`config.mk`:
```
export PLATFORM = sky130hd
export DESIGN_NAME = ascii_motion_command_parser_unit
export DESIGN_NICKNAME = d
export VERILOG_FILES = /design/src/amcp_pkg.sv /design/src/ascii_motion_command_parser_unit.sv /design/src/amcp_core.sv
export SDC_FILE = /design/constraint.sdc
export NUM_CORES = 1
export LEC_CHECK = 0
export ABC_CLOCK_PERIOD_IN_PS = 11100
export BUFFER_PORTS_ARGS = -buffer_cell sky130_fd_sc_hd__buf_2
export CELL_PAD_IN_SITES_DETAIL_PLACEMENT = 0
export CELL_PAD_IN_SITES_GLOBAL_PLACEMENT = 2
export CORE_MARGIN = 2
export CORE_UTILIZATION = 40
export CTS_CLUSTER_DIAMETER = 200
export DETAILED_ROUTE_END_ITERATION = 8
export PLACE_DENSITY = 0.92
export SLEW_MARGIN = 20
export SYNTH_ARGS = -nofsm -noshare
export SYNTH_HDL_FRONTEND = slang
export SYNTH_SLANG_ARGS = --single-unit
```
`constraint.sdc`:
```
create_clock -name clk -period 11.1 [get_ports clk]
set_input_delay 2.22 -clock clk [delete_from_list [all_inputs] [get_ports clk]]
set_output_delay 2.22 -clock clk [all_outputs]
set_load 0.01 [all_outputs]
```
`src/amcp_pkg.sv`:
```
// ----------------------------------------------------------------------------
// amcp_pkg
// Shared codes, character constants and result layout for the ASCII motion
// command parser.
// ----------------------------------------------------------------------------
package amcp_pkg;

  localparam int unsigned CHAR_W   = 8;
  localparam int unsigned DIR_W    = 3;
  localparam int unsigned VALUE_W  = 16;
  localparam int unsigned NUM_DIRS = 4;
  localparam int unsigned NUM_VALS = 2;

  localparam logic [DIR_W-1:0] MAX_SENSOR_DIRECTIONS = 3'd4;
  localparam logic [DIR_W-1:0] MAX_MOTOR_DIRECTIONS  = 3'd2;

  localparam logic [1:0] ST_OK     = 2'd0;
  localparam logic [1:0] ST_BAD    = 2'd1;
  localparam logic [1:0] ST_NODASH = 2'd2;

  localparam logic [DIR_W-1:0] DIR_NONE     = 3'd0;
  localparam logic [DIR_W-1:0] DIR_RIGHT    = 3'd1;
  localparam logic [DIR_W-1:0] DIR_LEFT     = 3'd2;
  localparam logic [DIR_W-1:0] DIR_FORWARD  = 3'd3;
  localparam logic [DIR_W-1:0] DIR_BACKWARD = 3'd4;

  localparam logic [CHAR_W-1:0] CH_NUL  = 8'h00;
  localparam logic [CHAR_W-1:0] CH_DASH = 8'h2D;
  localparam logic [CHAR_W-1:0] CH_S    = 8'h53;
  localparam logic [CHAR_W-1:0] CH_G    = 8'h47;
  localparam logic [CHAR_W-1:0] CH_V    = 8'h56;
  localparam logic [CHAR_W-1:0] CH_R    = 8'h52;
  localparam logic [CHAR_W-1:0] CH_L    = 8'h4C;
  localparam logic [CHAR_W-1:0] CH_F    = 8'h46;
  localparam logic [CHAR_W-1:0] CH_B    = 8'h42;

  // Packed so that the last field, status, lands in the lowest bits.
  typedef struct packed {
    logic [VALUE_W-1:0] value_1;
    logic [VALUE_W-1:0] value_0;
    logic [DIR_W-1:0]   dir_count;
    logic [DIR_W-1:0]   dir_3;
    logic [DIR_W-1:0]   dir_2;
    logic [DIR_W-1:0]   dir_1;
    logic [DIR_W-1:0]   dir_0;
    logic               target_is_velocity;
    logic               op_is_get;
    logic [1:0]         status;
  } result_t;

  localparam int unsigned RESULT_W = $bits(result_t);
  localparam int unsigned OUT_W    = ((RESULT_W + 7) / 8) * 8;

endpackage

```
`src/ascii_motion_command_parser_unit.sv`:
```
// ----------------------------------------------------------------------------
// ascii_motion_command_parser_unit
// Parses ASCII motion commands, one character per input item, and emits one
// decoded result item for every NUL.
//
// Input channel s_axis: one character per item in tdata[7:0].
// Output channel m_axis: one result item per NUL character.
// Throughput: one character per cycle while s_axis_tready is high; the state
// machine step for an item is combinational logic ahead of the command registers.
// The result is registered and appears on m_axis in the cycle after its NUL is accepted.
// Other characters produce no output item.
// The output register holds a result while m_axis_tready is low; input is
// held off for any character meanwhile, so s_axis_tready is low exactly
// while a result waits and m_axis_tready is low.
// Reset clears the command state to expect a type letter and empties the
// output register.
// ----------------------------------------------------------------------------
module ascii_motion_command_parser_unit import amcp_pkg::*; (
  input  logic              clk,
  input  logic              rst,
  input  logic              s_axis_tvalid,
  output logic              s_axis_tready,
  input  logic [CHAR_W-1:0] s_axis_tdata,   // [7:0] char_in
  output logic              m_axis_tvalid,
  input  logic              m_axis_tready,
  // [1:0] status, [2] op_is_get, [3] target_is_velocity, [6:4] dir_0,
  // [9:7] dir_1, [12:10] dir_2, [15:13] dir_3, [18:16] dir_count,
  // [34:19] value_0, [50:35] value_1, [55:51] zero
  output logic [OUT_W-1:0]  m_axis_tdata
);

  logic    s_fire;
  logic    res_valid;
  result_t res;
  result_t out_res;

  assign s_axis_tready = !m_axis_tvalid || m_axis_tready;
  assign s_fire        = s_axis_tvalid && s_axis_tready;

  amcp_core u_core (
    .clk       (clk),
    .rst       (rst),
    .fire      (s_fire),
    .char_in   (s_axis_tdata),
    .res_valid (res_valid),
    .res       (res)
  );

  always_ff @(posedge clk) begin
    if (rst) begin
      m_axis_tvalid <= 1'b0;
    end else if (res_valid) begin
      m_axis_tvalid <= 1'b1;
    end else if (m_axis_tready) begin
      m_axis_tvalid <= 1'b0;
    end
  end

  always_ff @(posedge clk) begin
    if (res_valid) begin
      out_res <= res;
    end
  end

  assign m_axis_tdata = {{(OUT_W - RESULT_W){1'b0}}, out_res};

  a_nul_gives_item: assert property (@(posedge clk) disable iff (rst)
    s_fire && s_axis_tdata == CH_NUL |=> m_axis_tvalid)
    else $error("NUL accepted without a result item");

  a_char_no_item: assert property (@(posedge clk) disable iff (rst)
    s_fire && s_axis_tdata != CH_NUL && !m_axis_tvalid |=> !m_axis_tvalid)
    else $error("result item without a NUL");

  a_error_zero: assert property (@(posedge clk) disable iff (rst)
    m_axis_tvalid && out_res.status != ST_OK |-> m_axis_tdata[RESULT_W-1:2] == '0)
    else $error("error result with nonzero fields");

  a_get_no_values: assert property (@(posedge clk) disable iff (rst)
    m_axis_tvalid && out_res.op_is_get |-> out_res.value_0 == '0 && out_res.value_1 == '0)
    else $error("get result carries values");

  a_count_range: assert property (@(posedge clk) disable iff (rst)
    m_axis_tvalid |-> out_res.dir_count <= MAX_SENSOR_DIRECTIONS)
    else $error("direction count out of range");

endmodule

```
`src/amcp_core.sv`:
```
// ----------------------------------------------------------------------------
// amcp_core
// Command state machine: consumes one character per accepted item and
// produces a result on every NUL.
// ----------------------------------------------------------------------------
module amcp_core import amcp_pkg::*; (
  input  logic              clk,
  input  logic              rst,
  input  logic              fire,
  input  logic [CHAR_W-1:0] char_in,
  output logic              res_valid,
  output result_t           res
);

  typedef enum logic [2:0] {
    PH_TYPE, PH_TARGET, PH_GETDIRS, PH_SETDIRS, PH_HEX, PH_END, PH_IGNORE, PH_SKIP
  } phase_t;

  phase_t             phase, phase_next;
  logic [3:0]         position, position_next;
  logic               get_flag, get_flag_next;
  logic               velocity_flag, velocity_flag_next;
  logic [DIR_W-1:0]   dirs [NUM_DIRS];
  logic [DIR_W-1:0]   dirs_next [NUM_DIRS];
  logic [DIR_W-1:0]   total, total_next;
  logic [VALUE_W-1:0] words [NUM_VALS];
  logic [VALUE_W-1:0] words_next [NUM_VALS];
  logic [1:0]         err, err_next;

  logic [CHAR_W-1:0]  up;
  logic [DIR_W-1:0]   dcode;
  logic               hex_ok;
  logic [3:0]         hex_val;
  logic [3:0]         pos_inc;
  logic [DIR_W-1:0]   total_inc;
  logic [DIR_W-1:0]   get_limit;
  logic [1:0]         status;

  always_comb begin
    up = char_in;
    if (char_in >= 8'h61 && char_in <= 8'h7A) begin
      up = char_in - 8'd32;
    end
    case (up)
      CH_R:    dcode = DIR_RIGHT;
      CH_L:    dcode = DIR_LEFT;
      CH_F:    dcode = DIR_FORWARD;
      CH_B:    dcode = DIR_BACKWARD;
      default: dcode = DIR_NONE;
    endcase
    hex_ok  = 1'b0;
    hex_val = char_in[3:0];
    if (char_in >= 8'h30 && char_in <= 8'h39) begin
      hex_ok = 1'b1;
    end else if (up >= 8'h41 && up <= 8'h46) begin
      hex_ok  = 1'b1;
      hex_val = up[3:0] + 4'd9;
    end
  end

  assign pos_inc   = position + 4'd1;
  assign total_inc = total + 3'd1;
  assign get_limit = velocity_flag ? MAX_MOTOR_DIRECTIONS : MAX_SENSOR_DIRECTIONS;

  always_comb begin
    phase_next         = phase;
    position_next      = position;
    get_flag_next      = get_flag;
    velocity_flag_next = velocity_flag;
    dirs_next          = dirs;
    total_next         = total;
    words_next         = words;
    err_next           = err;
    status             = ST_BAD;
    res_valid          = 1'b0;

    if (char_in == CH_NUL) begin
      res_valid = fire;
      unique case (phase)
        PH_GETDIRS, PH_END, PH_IGNORE: status = ST_OK;
        PH_SKIP:    status = err;
        PH_SETDIRS: status = (total >= MAX_MOTOR_DIRECTIONS) ? ST_NODASH : ST_BAD;
        default:    status = ST_BAD;
      endcase
      phase_next         = PH_TYPE;
      position_next      = '0;
      get_flag_next      = 1'b0;
      velocity_flag_next = 1'b0;
      for (int i = 0; i < NUM_DIRS; i++) dirs_next[i] = DIR_NONE;
      total_next         = '0;
      for (int i = 0; i < NUM_VALS; i++) words_next[i] = '0;
      err_next           = ST_OK;
    end else begin
      unique case (phase)
        PH_TYPE: begin
          if (up == CH_S) begin
            get_flag_next = 1'b0;
            phase_next    = PH_TARGET;
          end else if (up == CH_G) begin
            get_flag_next = 1'b1;
            phase_next    = PH_TARGET;
          end else begin
            err_next   = ST_BAD;
            phase_next = PH_SKIP;
          end
        end
        PH_TARGET: begin
          if (up == CH_S) begin
            velocity_flag_next = 1'b0;
            if (!get_flag) begin
              err_next   = ST_BAD;
              phase_next = PH_SKIP;
            end else begin
              phase_next = PH_GETDIRS;
            end
          end else if (up == CH_V) begin
            velocity_flag_next = 1'b1;
            phase_next         = get_flag ? PH_GETDIRS : PH_SETDIRS;
          end else begin
            err_next   = ST_BAD;
            phase_next = PH_SKIP;
          end
        end
        PH_GETDIRS: begin
          if (dcode == DIR_NONE ||
              (velocity_flag && dcode != DIR_RIGHT && dcode != DIR_LEFT)) begin
            err_next   = ST_BAD;
            phase_next = PH_SKIP;
          end else begin
            if (!total[2]) dirs_next[total[1:0]] = dcode;
            total_next = total_inc;
            if (total_inc >= get_limit) phase_next = PH_IGNORE;
          end
        end
        PH_SETDIRS: begin
          if (char_in == CH_DASH) begin
            position_next = '0;
            phase_next    = (total == '0) ? PH_END : PH_HEX;
          end else if (total >= MAX_MOTOR_DIRECTIONS) begin
            err_next   = ST_NODASH;
            phase_next = PH_SKIP;
          end else if (dcode != DIR_RIGHT && dcode != DIR_LEFT) begin
            err_next   = ST_BAD;
            phase_next = PH_SKIP;
          end else begin
            if (!total[2]) dirs_next[total[1:0]] = dcode;
            total_next = total_inc;
          end
        end
        PH_HEX: begin
          if (!hex_ok) begin
            err_next   = ST_BAD;
            phase_next = PH_SKIP;
          end else begin
            words_next[position[2]] = {words[position[2]][VALUE_W-5:0], hex_val};
            position_next = pos_inc;
            if ({1'b0, pos_inc} >= {total, 2'b00} || pos_inc[3]) phase_next = PH_END;
          end
        end
        PH_END: begin
          err_next   = ST_BAD;
          phase_next = PH_SKIP;
        end
        PH_IGNORE: ;
        PH_SKIP:   ;
      endcase
    end
  end

  always_comb begin
    res        = '0;
    res.status = status;
    if (status == ST_OK) begin
      res.op_is_get          = get_flag;
      res.target_is_velocity = velocity_flag;
      res.dir_0              = dirs[0];
      res.dir_1              = dirs[1];
      res.dir_2              = dirs[2];
      res.dir_3              = dirs[3];
      res.dir_count          = total;
      if (!get_flag) begin
        res.value_0 = words[0];
        res.value_1 = words[1];
      end
    end
  end

  always_ff @(posedge clk) begin
    if (rst) begin
      phase         <= PH_TYPE;
      position      <= '0;
      get_flag      <= 1'b0;
      velocity_flag <= 1'b0;
      for (int i = 0; i < NUM_DIRS; i++) dirs[i] <= DIR_NONE;
      total         <= '0;
      for (int i = 0; i < NUM_VALS; i++) words[i] <= '0;
      err           <= ST_OK;
    end else if (fire) begin
      phase         <= phase_next;
      position      <= position_next;
      get_flag      <= get_flag_next;
      velocity_flag <= velocity_flag_next;
      dirs          <= dirs_next;
      total         <= total_next;
      words         <= words_next;
      err           <= err_next;
    end
  end

endmodule

```
# ---- Yosys cells after proc, flatten, opt, wreduce, memory -nomap -nowiden
# Index checks and enable logic that the tools add are counted.
dict set report totals {
  ff_bits 110
  input_bits 12
  out_inout_bits 58
  word_cells 191
}
dict set report classes {
  n_addsub 4
  magnitude_cmp 13
  eq_ne 33
  n_mux 78
  bitwise_logic 3
  reduce_logical 37
}
# operator n
set ops {}
lappend ops {{$mux 12} 9}
lappend ops {{$mux 32} 3}
lappend ops {{$mux 3} 20}
lappend ops {{$eq 8x7->1 const B} 7}
lappend ops {{$bwmux 32} 1}
lappend ops {{$mux 2} 13}
lappend ops {{$pmux 12 s2} 1}
lappend ops {{$ne 3x2->1 const B} 7}
lappend ops {{$mux 4} 5}
lappend ops {{$pmux 3 s6} 1}
lappend ops {{$demux 16 s1} 1}
lappend ops {{$ge 8x7->1 const B} 2}
lappend ops {{$le 8x7->1 const B} 2}
lappend ops {{$mux 16} 1}
lappend ops {{$mux 1} 15}
lappend ops {{$bwmux 12} 1}
lappend ops {{$eq 3x3->1 const B} 4}
lappend ops {{$ne 3x1->1 const B} 4}
lappend ops {{$pmux 2 s6} 1}
lappend ops {{$pmux 3 s4} 1}
lappend ops {{$reduce_bool 3->1} 4}
lappend ops {{$reduce_and 10->1} 1}
lappend ops {{$reduce_bool 2->1} 5}
lappend ops {{$logic_and 1x1->1} 9}
lappend ops {{41 further kinds} 50}

# ---- Longest topological paths before layout
dict set report logic_depth {
  word_depth 12
  ltp_mapped 10
}

# ---- Hierarchy
# Synthesis repeated with hierarchy kept, for this count alone.
dict set report unflattened {
  cells_unflattened 501
  hier_area_um2 5097.4
}
# mod n_inst cells_per_inst area_per_inst_um2
set modules_own_cells {}
lappend modules_own_cells {amcp_core 1 439 3469.6}
lappend modules_own_cells {ascii_motion_command_parser_unit 1 62 1627.8}

# ---- Least setup slack after synthesis
# Ideal clock, no wire load.
dict set report synth_path {
  kind {input to register}
  startpoint {input port s_axis_tdata[0]}
  endpoint {register out_res (netlist bit m_axis_tdata[0]) (enable)}
  setup_time_ns 0.405
  arrival_time_ns 4.610
  t_required_ns 10.695
  setup_slack_ns 6.084
  path_stages 8
  n_path_buf 2
  path_cell_list {inv_1 > ha_1 > nor4b_1 > and2_1 > buf_2 > buf_1 > nand2_1 > inv_1}
}
dict set report synth_between {
  elab_chain_cells 2
}
# element line_no
set synth_lines {}
lappend synth_lines {{from (decl)} ascii_motion_command_parser_unit.sv:23} ;# input logic [CHAR_W-1:0] s_axis_tdata,
lappend synth_lines {{$logic_not 8->1} amcp_core.sv:77} ;# if (char_in == CH_NUL) begin
lappend synth_lines {{$mux 1} amcp_core.sv:77}
lappend synth_lines {{net res_valid} ascii_motion_command_parser_unit.sv:33} ;# logic res_valid;
lappend synth_lines {{to (signal assigned)} ascii_motion_command_parser_unit.sv:61} ;# out_res <= res;
lappend synth_lines {{to (decl)} ascii_motion_command_parser_unit.sv:35} ;# result_t out_res;
# The timed path passes the listed nets, and every way through them passes these cells.
# A chain may end at the register's enable or synchronous reset.

# ---- Final worst setup path
dict set report layout_path {
  startpoint {input port s_axis_tdata[5]}
  endpoint {register u_core.words[6] in the netlist's numbering}
}
dict set report layout_between {
  elab_chain_cells 9
}
# element line_no
set layout_lines {}
lappend layout_lines {{$ge 8x7->1 or $le 8x7->1 (tied branches)} amcp_core.sv:41} ;# if (char_in >= 8'h61 && char_in <= 8'h7A) begin
lappend layout_lines {{$logic_and 1x1->1} amcp_core.sv:41}
lappend layout_lines {{$mux 8} amcp_core.sv:41}
lappend layout_lines {{$ge 8x7->1 or $le 8x7->1 (tied branches)} amcp_core.sv:55} ;# end else if (up >= 8'h41 && up <= 8'h46) begin
lappend layout_lines {{$logic_and 1x1->1} amcp_core.sv:55}
lappend layout_lines {{$mux 1} amcp_core.sv:55}
lappend layout_lines {{$mux 1} amcp_core.sv:53} ;# if (char_in >= 8'h30 && char_in <= 8'h39) begin
lappend layout_lines {{$reduce_bool 2->1 (no line)} n/a}
lappend layout_lines {{$reduce_and 3->1 (no line)} n/a}
lappend layout_lines {{to (signal assigned)} amcp_core.sv:205} ;# words <= words_next;
lappend layout_lines {{to (decl)} amcp_core.sv:26} ;# logic [VALUE_W-1:0] words [NUM_VALS];
# Parallel ways exist; a longest one is shown, timed or not.

==> impl_metrics.py <==
metrics = {
    "status": {
        "outcome": "completed",
    },
    "synth": {
        "ys.flop_type": "dfxtp_1",
        "synth_area_sq_mm": 0.00543,
        "synthTopCellsByArea": "edfxtp_1 28%, dfxtp_1 22%, and2_1 6.5%, ha_1 4.4%, a32o_1 4.2%",
        "synth_compound_area_share_pct": 17.7,
        "ys_seq_area_share_pct": 50.0,
        "yosysTopAreaCell": "edfxtp_1",
        "postSynthAreaPerCell_sq_um": 10.3,
        "yosys.area_share.simple_pct": 20.7,
        "synthCells": 525,
        "synth-adder-area-share_pct": 4.38,
        "synth.top_cell.area_share_pct": 28.2,
        "ys_ff_latch": 110,
        "synth_top_family_by_area": "simple AND/OR/NAND/NOR gates",
        "yosysMostFrequentCell": "dfxtp_1",
        "synthArstFlopShare_pct": 0,
        "synthMuxAreaShare_pct": 1.73,
        "synth_edf_count": 51,
        "synth_common_cells": "59 x dfxtp_1, 56 x and2_1, 51 x edfxtp_1",
        "synth_xor_area_share_pct": 0.807,
        "synth_cell_types": 69,
        "synth_warnings": 0,
    },
    "sta": {
        "relSlewSlack_pct": 33.2,
        "fin_crit_sh_pct": 44.5,
        "clock.fmax_mhz": 203,
        "final-hold-violation-count": 0,
        "maxSlewViolCount": 0,
        "fin_skew_ps": 9.77,
        "finalSetupViolCount": 0,
        "rsz0062_at_grt": "false",
        "period_needed_ps": 4940,
        "worstMarginPinSlew_ps": 1000,
        "tns_ps": 0,
    },
    "cells_and_area": {
        "drive_above_1_share_pct": 18.1,
        "nNetsFinal": 601,
        "antenna_cells": 0,
        "n_fill_cell": 1283,
        "area_delta_synth_final_pct": 13.1,
        "postLayoutCellArea_sq_mm": 0.00614,
    },
    "routing": {
        "ant_nets": 0,
        "drtIter0Drc": 313,
        "dr.pass1.iters": 4,
        "vias": 3991,
        "drc": 0,
        "via_per_inst": 5.31,
        "detail_route.wl_per_cell_um": 15.5,
        "routed_wl_mm": 11.6,
    },
    "placement": {
        "place_congestion": 0.871,
        "dpl_cell_area_sq_mm": 0.00583,
        "place_hpwl_mm": 8.60,
        "port_buffers": 64,
    },
    "clock_network": {
        "cts_htree_levels": 3,
        "clock-root-buffer": "clkbuf_16",
        "insertion_delay_ps": 350,
        "cts_num_sinks": 110,
        "clockBufferDepth": 2,
        "ctsResizeCount": 0,
        "clkTransAtPathRegs_ps": 70,
        "cts_buffers": 9,
        "cts_tree": "yes",
        "cts_setup_buffers": 0,
        "ctsHoldBuffers": 0,
    },
    "flow_run": {
        "drv_cap": 0,
    },
    "setup_path": {
        "worstPathMaxFanout": 12,
        "criticalPathCategory": "input pin to flop",
        "crit_arrival_ps": 5230,
        "reg2reg_depth": 6,
        "rrSetupSlack_ps": 8320,
        "rr_endpoint": "u_core.words[26]",
        "endpoint_kind": "flop",
        "r2r_start": "u_core.phase[2]",
        "startpoint_type": "input pin",
        "cp.required_ps": 11390,
    },
    "die": {
        "start_util_pct": 41.0,
        "ios": 70,
        "chipHeight_um": 120,
        "die_w_um": 120,
        "rows": 42,
        "fp.coreArea_sq_mm": 0.0132,
        "die_area_sq_mm": 0.0145,
    },
    "hold_path": {
        "hold_depth": 2,
        "hp-start": "u_core.words[29]",
        "hp-class": "flop to flop",
        "hold_path_end": "u_core.words[29]",
    },
    "grt": {
        "grt_pass1_vias": 3805,
        "grt_use_total_pct": 16.6,
        "grt_pass1_wl_mm": 19.2,
        "grt.overflow.total": 0,
        "grt_max_degree": 52,
        "antenna_found_initial": 0,
    },
    "power": {
        "p_per_area_mw_per_mm2": 136,
        "vdd_drop_max_v": 0.0000739,
        "p_leak_nw": 2.22,
    },
}
[metal layers]
metal | up-vias | track usage [%] | wire, um
met5 | - | 0 | 0
met4 | 0 | 5.01 | 133
met3 | 10 | 3.16 | 624
met2 | 101 | 26.7 | 5440
met1 | 1868 | 22.8 | 5440
li1 | 2012 | - | -
[per-stage QoR]
step | util [%] | worst slack (ps) | power, mW | hold slack [ps] | std cells
finish | 46.4 | 6160 | 0.834 | 459 | 751
global route | 46.4 | 5900 | 0.867 | 482 | 751
CTS | 46.3 | 6140 | 0.840 | 461 | 751
detailed placement | 44.0 | 5780 | 0.520 | 452 | 735
global placement | 44.0 | 5850 | 0.519 | 443 | 735
floorplan | - | 6080 | 0.499 | 430 | 529
[cells by family (layout without fill, tap and decap cells)]
family,Yosys count,in the layout
AND/OR/NAND/NOR,202,202
AO/OA/AOI/OAI,123,123
flip-flops,110,110
buffers and inverters,56,102
adder cells (fa/ha/maj),19,19
multiplexers,9,9
XOR/XNOR,5,5
other,1,5
[how the worst max path moves through the flow]
stage,cells past startpoint,slack (ps),to,from
2_1_floorplan,8,6080,m_axis_tdata[0],s_axis_tdata[0]
3_3_place_gp,9,5850,u_core.words[15],s_axis_tdata[5]
3_5_place_dp,7,5780,m_axis_tdata[41],s_axis_tdata[0]
4_1_cts,7,6140,m_axis_tdata[41],s_axis_tdata[0]
5_1_grt,9,5900,m_axis_tdata[46],s_axis_tdata[0]
6_report,9,6160,u_core.words[6],s_axis_tdata[5]
[placed cells by master (no fill, tap or decap), types with 3 or more instances in the layout]
cell type and count:
a211oi_1 5, a21o_1 3, a21oi_1 19, a32o_1 23, and2_1 56, and3_1 3, buf_2 64, clkbuf_16 9
conb_1 5, dfxtp_1 59, edfxtp_1 51, ha_1 19, inv_1 18, mux2_2 3, mux2i_1 6, nand2_1 48
nand2b_1 5, nand3_1 9, nand3b_1 4, nand4_1 8, nor2_1 22, nor2b_1 12, nor3_1 11, nor3b_1 5
o211ai_1 6, o21ai_0 16, o2bb2ai_1 16, o32ai_1 5, or3b_2 3, xnor2_1 3
[cell type report]
cell class / instances / area (sq um) / area share [%]
multi-input cells: 363 / 2490 / 40.5
clock inverters: 7 / 83.8 / 1.37
clock buffers: 9 / 225 / 3.67
inverters: 20 / 75.1 / 1.22
flip-flops and latches: 110 / 2710 / 44.2
repair buffers: 66 / 335 / 5.46
well taps: 176 / 220 / 3.59
[critical path, cell delays in order]
cell and delay (ps):
buf_2 190, inv_1 80, ha_1 330, o21a_1 230, or3_4 410, or3_4 430, a2111oi_4 720, and3_2 450
a32o_1 160
[state kept, by name (all words and copies together), names as in the netlist]
name                  cells
u_core.get_flag           1
u_core.velocity_flag      1
m_axis_tdata             51
u_core.err                2
m_axis_tvalid             1
u_core.phase              3
u_core.total              3
u_core.position           4
u_core.dirs              12
u_core.words             32
[where the power goes]
part	leakage [nW]	internal (mW)	switching (mW)
combinational	1.15	0.0291	0.0511
sequential	0.927	0.423	0.00795
clock	0.145	0.177	0.145
Power figures use the tool's default switching activity.
